==> src/hw/rtl/brg_pkg.sv <==
package brg_pkg;

  localparam int COORD_BITS   = 32;
  localparam int ANGLE_BITS   = 16;
  localparam int DIFF_W       = COORD_BITS + 1;
  localparam int SQ_W         = 2 * DIFF_W;
  localparam int DIST_W       = DIFF_W;
  localparam int REM_W        = DIST_W + 2;
  localparam int PRE_SHIFT    = 58 - COORD_BITS;
  // Three guard bits cover the CORDIC gain and the diagonal of the input square.
  localparam int CORDIC_W     = DIFF_W + PRE_SHIFT + 3;
  localparam int ACC_W        = 32;
  localparam int CORDIC_STEPS = 32;
  // Input register, square stage and pre-rotation stage, then the CORDIC steps
  // plus the rounding stage.
  localparam int PIPE_LAT     = 3 + CORDIC_STEPS + 1;

  typedef logic signed [COORD_BITS-1:0] coord_t;
  typedef logic signed [DIFF_W-1:0]     diff_t;
  typedef logic [SQ_W-1:0]              sq_t;
  typedef logic [DIST_W-1:0]            dist_t;
  typedef logic [ANGLE_BITS-1:0]        angle_t;
  typedef logic [ACC_W-1:0]             acc_t;
  typedef acc_t                         atan_tab_t [CORDIC_STEPS];

  localparam acc_t   HALF_TURN    = acc_t'(1) << (ACC_W - 1);
  localparam acc_t   ROUND_BIAS   = acc_t'(1) << (ACC_W - 1 - ANGLE_BITS);
  localparam angle_t QUARTER_TURN = angle_t'(1) << (ANGLE_BITS - 2);

  // atan(2^-i) in units of 2^-32 turn, rounded to nearest.
  localparam atan_tab_t ATAN_TURNS = '{
    32'd536870912, 32'd316933406, 32'd167458907, 32'd85004756,
    32'd42667331,  32'd21354465,  32'd10679838,  32'd5340245,
    32'd2670163,   32'd1335087,   32'd667544,    32'd333772,
    32'd166886,    32'd83443,     32'd41722,     32'd20861,
    32'd10430,     32'd5215,      32'd2608,      32'd1304,
    32'd652,       32'd326,       32'd163,       32'd81,
    32'd41,        32'd20,        32'd10,        32'd5,
    32'd3,         32'd1,         32'd1,         32'd0
  };

endpackage

==> src/hw/rtl/brg_isqrt.sv <==
module brg_isqrt (
  input  logic           clk,
  input  logic           rst_n,
  input  logic           in_vld,
  input  brg_pkg::sq_t   sqx,
  input  brg_pkg::sq_t   sqy,
  output logic           out_vld,
  output brg_pkg::dist_t root
);
  import brg_pkg::*;

  localparam int STAGES = SQ_W / 2;

  logic [REM_W-1:0] rem_r  [STAGES+1];
  dist_t            root_r [STAGES+1];
  sq_t              rad_r  [STAGES+1];
  logic             vld_r  [STAGES+1];

  always_ff @(posedge clk) begin
    rad_r[0]  <= sqx + sqy;
    rem_r[0]  <= '0;
    root_r[0] <= '0;
    if (!rst_n) begin
      vld_r[0] <= 1'b0;
    end else begin
      vld_r[0] <= in_vld;
    end
  end

  // One root bit per stage, taking two radicand bits from the top each time.
  for (genvar k = 0; k < STAGES; k++) begin : g_digit
    logic [REM_W+1:0] cur, trial, diff;
    logic             ge;
    logic [REM_W-1:0] rem_nxt;
    dist_t            root_nxt;
    sq_t              rad_nxt;

    always_comb begin
      cur      = {rem_r[k], rad_r[k][SQ_W-1 -: 2]};
      trial    = {{(REM_W-DIST_W){1'b0}}, root_r[k], 2'b01};
      diff     = cur - trial;
      ge       = (cur >= trial);
      rem_nxt  = ge ? diff[REM_W-1:0] : cur[REM_W-1:0];
      root_nxt = {root_r[k][DIST_W-2:0], ge};
      rad_nxt  = {rad_r[k][SQ_W-3:0], 2'b00};
    end

    always_ff @(posedge clk) begin
      rem_r[k+1]  <= rem_nxt;
      root_r[k+1] <= root_nxt;
      rad_r[k+1]  <= rad_nxt;
      if (!rst_n) begin
        vld_r[k+1] <= 1'b0;
      end else begin
        vld_r[k+1] <= vld_r[k];
      end
    end
  end

  assign root    = root_r[STAGES];
  assign out_vld = vld_r[STAGES];

endmodule

==> config.mk <==
export PLATFORM = sky130hd
export DESIGN_NAME = brg_isqrt
export DESIGN_NICKNAME = d
export VERILOG_FILES = /design/src/hw/rtl/brg_pkg.sv /design/src/hw/rtl/brg_isqrt.sv
export SDC_FILE = /design/constraint.sdc
export NUM_CORES = 2
export LEC_CHECK = 0
export BUFFER_PORTS_ARGS = -buffer_cell sky130_fd_sc_hd__buf_4
export CAP_MARGIN = 25
export CORE_UTILIZATION = 35
export DETAILED_ROUTE_END_ITERATION = 7
export PLACE_DENSITY = 0.56
export RECOVER_POWER = 25
export SLEW_MARGIN = 0
export SYNTH_ARGS = -nofsm -noshare
export SYNTH_HDL_FRONTEND = slang
export SYNTH_MEMORY_MAX_BITS = 65536
export SYNTH_SLANG_ARGS = --single-unit
==> constraint.sdc <==
create_clock -name clk -period 4.35 [get_ports clk]
set_input_delay 0.6525 -clock clk [delete_from_list [all_inputs] [get_ports clk]]
set_output_delay 0.6525 -clock clk [all_outputs]
set_load 0.005 [all_outputs]
==> impl_results.html <==
<table>
<tr><th>Metric</th><th>Value</th></tr>
<tr><th colspan="2">Outcome</th></tr>
<tr><td>Result of the run</td><td>finished clean</td></tr>
<tr><th colspan="2">Final layout</th></tr>
<tr><td>Net count, final</td><td>11430</td></tr>
<tr><td>Final standard cell area without fillers</td><td>120000 um^2</td></tr>
<tr><td>Filler Cells Inserted</td><td>27970</td></tr>
<tr><td>Area growth syn-to-layout</td><td>16.32%</td></tr>
<tr><td>Finished Core Util</td><td>41.09%</td></tr>
<tr><td>Share of layout cells above drive strength 1</td><td>8.924%</td></tr>
<tr><td>Area of the multi-input gates</td><td>43820 um^2</td></tr>
<tr><td>Sequential cell area</td><td>55730 um^2</td></tr>
<tr><th colspan="2">Logic synthesis</th></tr>
<tr><td>Leading cell types by total area after synthesis</td><td>dfxtp_1 (54%), ha_1 (8.0%), xnor2_1 (4.2%)</td></tr>
<tr><td>Top cell type's share of synthesized area</td><td>54.01%</td></tr>
<tr><td>Post-synth design cell area</td><td>103200 um^2</td></tr>
<tr><td>Predominant post-synthesis flop cell</td><td>dfxtp_1</td></tr>
<tr><td>Proportion of synthesized chip area in sequential cells</td><td>54.01%</td></tr>
<tr><td>Most used standard cells in the synthesized netlist</td><td>dfxtp_1 (2784), inv_1 (797), nand2_1 (719), a21oi_1 (688), ha_1 (661)</td></tr>
<tr><td>Total of flip-flops plus latches after synthesis</td><td>2784</td></tr>
<tr><td>Synthesized net count</td><td>11060</td></tr>
<tr><td>Number of synthesis warnings</td><td>0</td></tr>
<tr><td>Share of flip-flops with an asynchronous set or reset after synthesis</td><td>0%</td></tr>
<tr><td>Number of distinct standard cells referenced by the synthesized netlist</td><td>85</td></tr>
<tr><td>Number of synthesized flops with an enable pin</td><td>0</td></tr>
<tr><td>Mean cell area of the mapped netlist</td><td>10.06 um^2</td></tr>
<tr><td>Number of instances in the synthesized netlist</td><td>10260</td></tr>
<tr><td>Dominant cell type by area after synthesis</td><td>dfxtp_1</td></tr>
<tr><td>Most frequently used cell type in the post-synthesis netlist</td><td>dfxtp_1</td></tr>
<tr><th colspan="2">GRT</th></tr>
<tr><td>Pin count of the biggest net entering global routing</td><td>65</td></tr>
<tr><td>Total global routing overflow</td><td>0</td></tr>
<tr><td>First-pass GRT wire length</td><td>366600 um</td></tr>
<tr><td>Antenna violations before repair</td><td>1</td></tr>
<tr><td>Via count of the first global-routing pass</td><td>69650</td></tr>
<tr><td>All-Layer GR Usage</td><td>15.11%</td></tr>
<tr><th colspan="2">Floorplan</th></tr>
<tr><td>Floorplan die area</td><td>297000 um^2</td></tr>
<tr><td>Core Box Area</td><td>292100 um^2</td></tr>
<tr><td>Number of primary I/O pins</td><td>169</td></tr>
<tr><td>DIE HEIGHT</td><td>545.0 um</td></tr>
<tr><td>Row count</td><td>198</td></tr>
<tr><td>Die W</td><td>545.0 um</td></tr>
<tr><td>Initial standard-cell utilization of the core</td><td>35.33%</td></tr>
<tr><th colspan="2">STA</th></tr>
<tr><td>Post-route worst hold slack</td><td>79.83 ps</td></tr>
<tr><td>Sum of negative setup slack</td><td>0 ps</td></tr>
<tr><td>Slew at the pin closest to its max-slew limit</td><td>1092 ps</td></tr>
<tr><td>Share of the cycle needed by the critical path after routing</td><td>88.33%</td></tr>
<tr><td>Slew HR</td><td>26.04%</td></tr>
<tr><td>Final critical delay including setup and external delays</td><td>3842 ps</td></tr>
<tr><td>Hold violation count in the final report</td><td>0</td></tr>
<tr><td>Setup repair after global routing missed its margin</td><td>false</td></tr>
<tr><td>Number of pins with negative max-slew slack in the final report</td><td>0</td></tr>
<tr><td>Clock tree skew after final layout</td><td>67.92 ps</td></tr>
<tr><td>Final count of negative-setup-slack endpoints</td><td>0</td></tr>
<tr><td>Achievable Freq</td><td>260.3 MHz</td></tr>
<tr><th colspan="2">Clock network</th></tr>
<tr><td>CTS root buffer</td><td>clkbuf_16</td></tr>
<tr><td>Post-CTS sizing</td><td>0</td></tr>
<tr><td>H-tree lvl count</td><td>5</td></tr>
<tr><td>CTS max path bufs</td><td>4</td></tr>
<tr><td>CTS clk-pin slew, worst paths</td><td>60 ps</td></tr>
<tr><td>Number of buffers inserted during clock tree synthesis</td><td>299</td></tr>
<tr><td>CTS tree</td><td>built</td></tr>
<tr><td>Clock latency of the later-clocked register in the worst-skew pair</td><td>870 ps</td></tr>
<tr><td>Number of clock sinks</td><td>2784</td></tr>
<tr><th colspan="2">Critical path</th></tr>
<tr><td>Critical Path RT</td><td>5040 ps</td></tr>
<tr><td>Worst path arrival time</td><td>4530 ps</td></tr>
<tr><td>Top fanout value on the critical path</td><td>64</td></tr>
<tr><td>Cell chain of the critical path</td><td>inv_1 -&gt; ha_1 -&gt; o21a_1 -&gt; o21a_1 -&gt; o2111ai_1 -&gt; a21oi_1 -&gt; o211ai_1 -&gt; a211oi_1 -&gt; o2111ai_1 -&gt; a41oi_1 -&gt; nor4b_4 -&gt; buf_12 -&gt; o21ai_0</td></tr>
<tr><td>Worst setup path class</td><td>flip-flop to flip-flop</td></tr>
<tr><td>Longest individual stage delay on the worst path</td><td>670 ps</td></tr>
<tr><td>Slowest stage cell, crit path</td><td>a211oi_1</td></tr>
<tr><td>Critical path endpoint category</td><td>flip-flop</td></tr>
<tr><td>Nature of the critical path startpoint</td><td>flip-flop</td></tr>
<tr><td>Category of cells accounting for the largest share of critical-path delay</td><td>compound AO/OA/AOI/OAI gates</td></tr>
<tr><td>Buffering stage count on the worst path with inverters included</td><td>2</td></tr>
<tr><th colspan="2">Routing</th></tr>
<tr><td>Routed via count</td><td>70380</td></tr>
<tr><td>Final WL</td><td>230100 um</td></tr>
<tr><td>Detail-routed net length per standard cell</td><td>15.58 um</td></tr>
<tr><td>DRT iter0 DRCs</td><td>4087</td></tr>
<tr><td>DRC viols</td><td>0</td></tr>
<tr><td>Post-detailed-route count of antenna-violating nets</td><td>0</td></tr>
<tr><td>Vias per cell</td><td>4.764</td></tr>
<tr><td>Number of iterations in the first detailed-routing pass</td><td>5</td></tr>
<tr><th colspan="2">Placement</th></tr>
<tr><td>Number of port buffers</td><td>168</td></tr>
<tr><td>Gp weighted congestion</td><td>0.9043</td></tr>
<tr><td>Post-DP HPWL</td><td>178000 um</td></tr>
<tr><td>Post-detailed-placement cell area</td><td>109600 um^2</td></tr>
<tr><th colspan="2">Power</th></tr>
<tr><td>VDD IR-drop max</td><td>0.3465 mV</td></tr>
<tr><td>Leakage component of the power</td><td>56.02 nW</td></tr>
<tr><td>Total power after layout</td><td>82.19 mW</td></tr>
<tr><td>Areal power density over the cells</td><td>684.7 nW/um^2</td></tr>
<tr><th colspan="2">Min path</th></tr>
<tr><td>Type of the worst min-delay path</td><td>input pin to flip-flop</td></tr>
<tr><th colspan="2">Job</th></tr>
<tr><td>Maximum capacitance violations</td><td>0</td></tr>
</table>
-- worst reg2reg max path, delay by kind of cell (launching register included) --
| family | cells | cell delay, ps |
|---|---|---|
| AOI/OAI and AO/OA | 9 | 2680 |
| adders and majority gates | 1 | 340 |
| DFF | 1 | 320 |
| buffers and inverters | 2 | 240 |
| and+or+nand+nor | 1 | 90 |
-- layout by cell type (no fill, tap or decap), drive strengths merged, types with 30 or more instances in the layout --
master	instances
clkinv	73
o21a	113
buf	276
or4	62
and3	60
inv	811
nor2	622
mux2	84
nor2b	106
nand3	169
xor2	449
and2	65
a31oi	52
nor4	121
a21oi	688
a21boi	34
ha	661
xnor2	501
nand4	119
o211ai	30
or2	65
o21ai	516
nand2	719
or3	109
nand2b	110
a211oi	43
a21o	305
nor3	273
o21bai	68
dfxtp	2784
clkbuf	407
o31ai	69
-- cell families after synthesis --
family	synth area share, %
and+or+nand+nor	12.69
xor gates and xnor gates	8.070
buffers and inverters	3.661
other	0.003634
AOI/OAI and AO/OA	12.50
DFF	54.01
adders and majority gates	8.034
muxes	1.033
-- what timing repair did --
item	in CTS	in global routing
hold endpoints to repair	1	0
setup buffers	0	0
hold buffers	1	0
setup endpoints to repair	0	0
-- report_power, final --
group	internal [mW]	switching [mW]	total [mW]
Sequential	33.1	4.84	38.0
Combinational	8.11	10.0	18.1
Clock	15.8	10.2	26.1
-- metrics by stage --
step                      setup WS [ps]  std cells
after detailed placement         -8.255      14240
after global routing              169.5      14770
after global placement           -133.0      14230
after floorplan                   602.9      10260
after CTS                         571.4      14770
final                             507.6      14770
-- registers in the layout (all words and copies together), names as in the netlist --
register / count
rad_r: 1122
rem_r: 1067
root_r: 561
vld_r: 34
-- cell type report --
type,instances,share of cell area [%]
sequential,2784,46.43
multi-input combinational,6475,36.51
clock buffer,406,7.242
tap,3900,4.065
inverter,799,2.499
timing repair buffer,278,1.821
clock inverter,128,1.425
antenna,2,0.004170
-- final timing paths --
path                                       startpoint                     to  slack, ps  cells past startpoint
worst max-delay path            root_r[31][0]$_DFF_P_   rem_r[32][8]$_DFF_P_        510                     13
worst min-delay path                           sqy[0]    rad_r[0][0]$_DFF_P_         80                      2
worst max register to register  root_r[31][0]$_DFF_P_   rem_r[32][8]$_DFF_P_        510                     13
worst min register to register  rad_r[11][37]$_DFF_P_  rad_r[12][39]$_DFF_P_        280                      0
-- routing by layer --
metal	GRT usage, %	wire length [um]
met1	18.95	104100
met2	25.87	108000
met3	2.215	9013
met4	6.148	9053
met5	0	0
No activity file was read; power rests on OpenSTA's default activity.
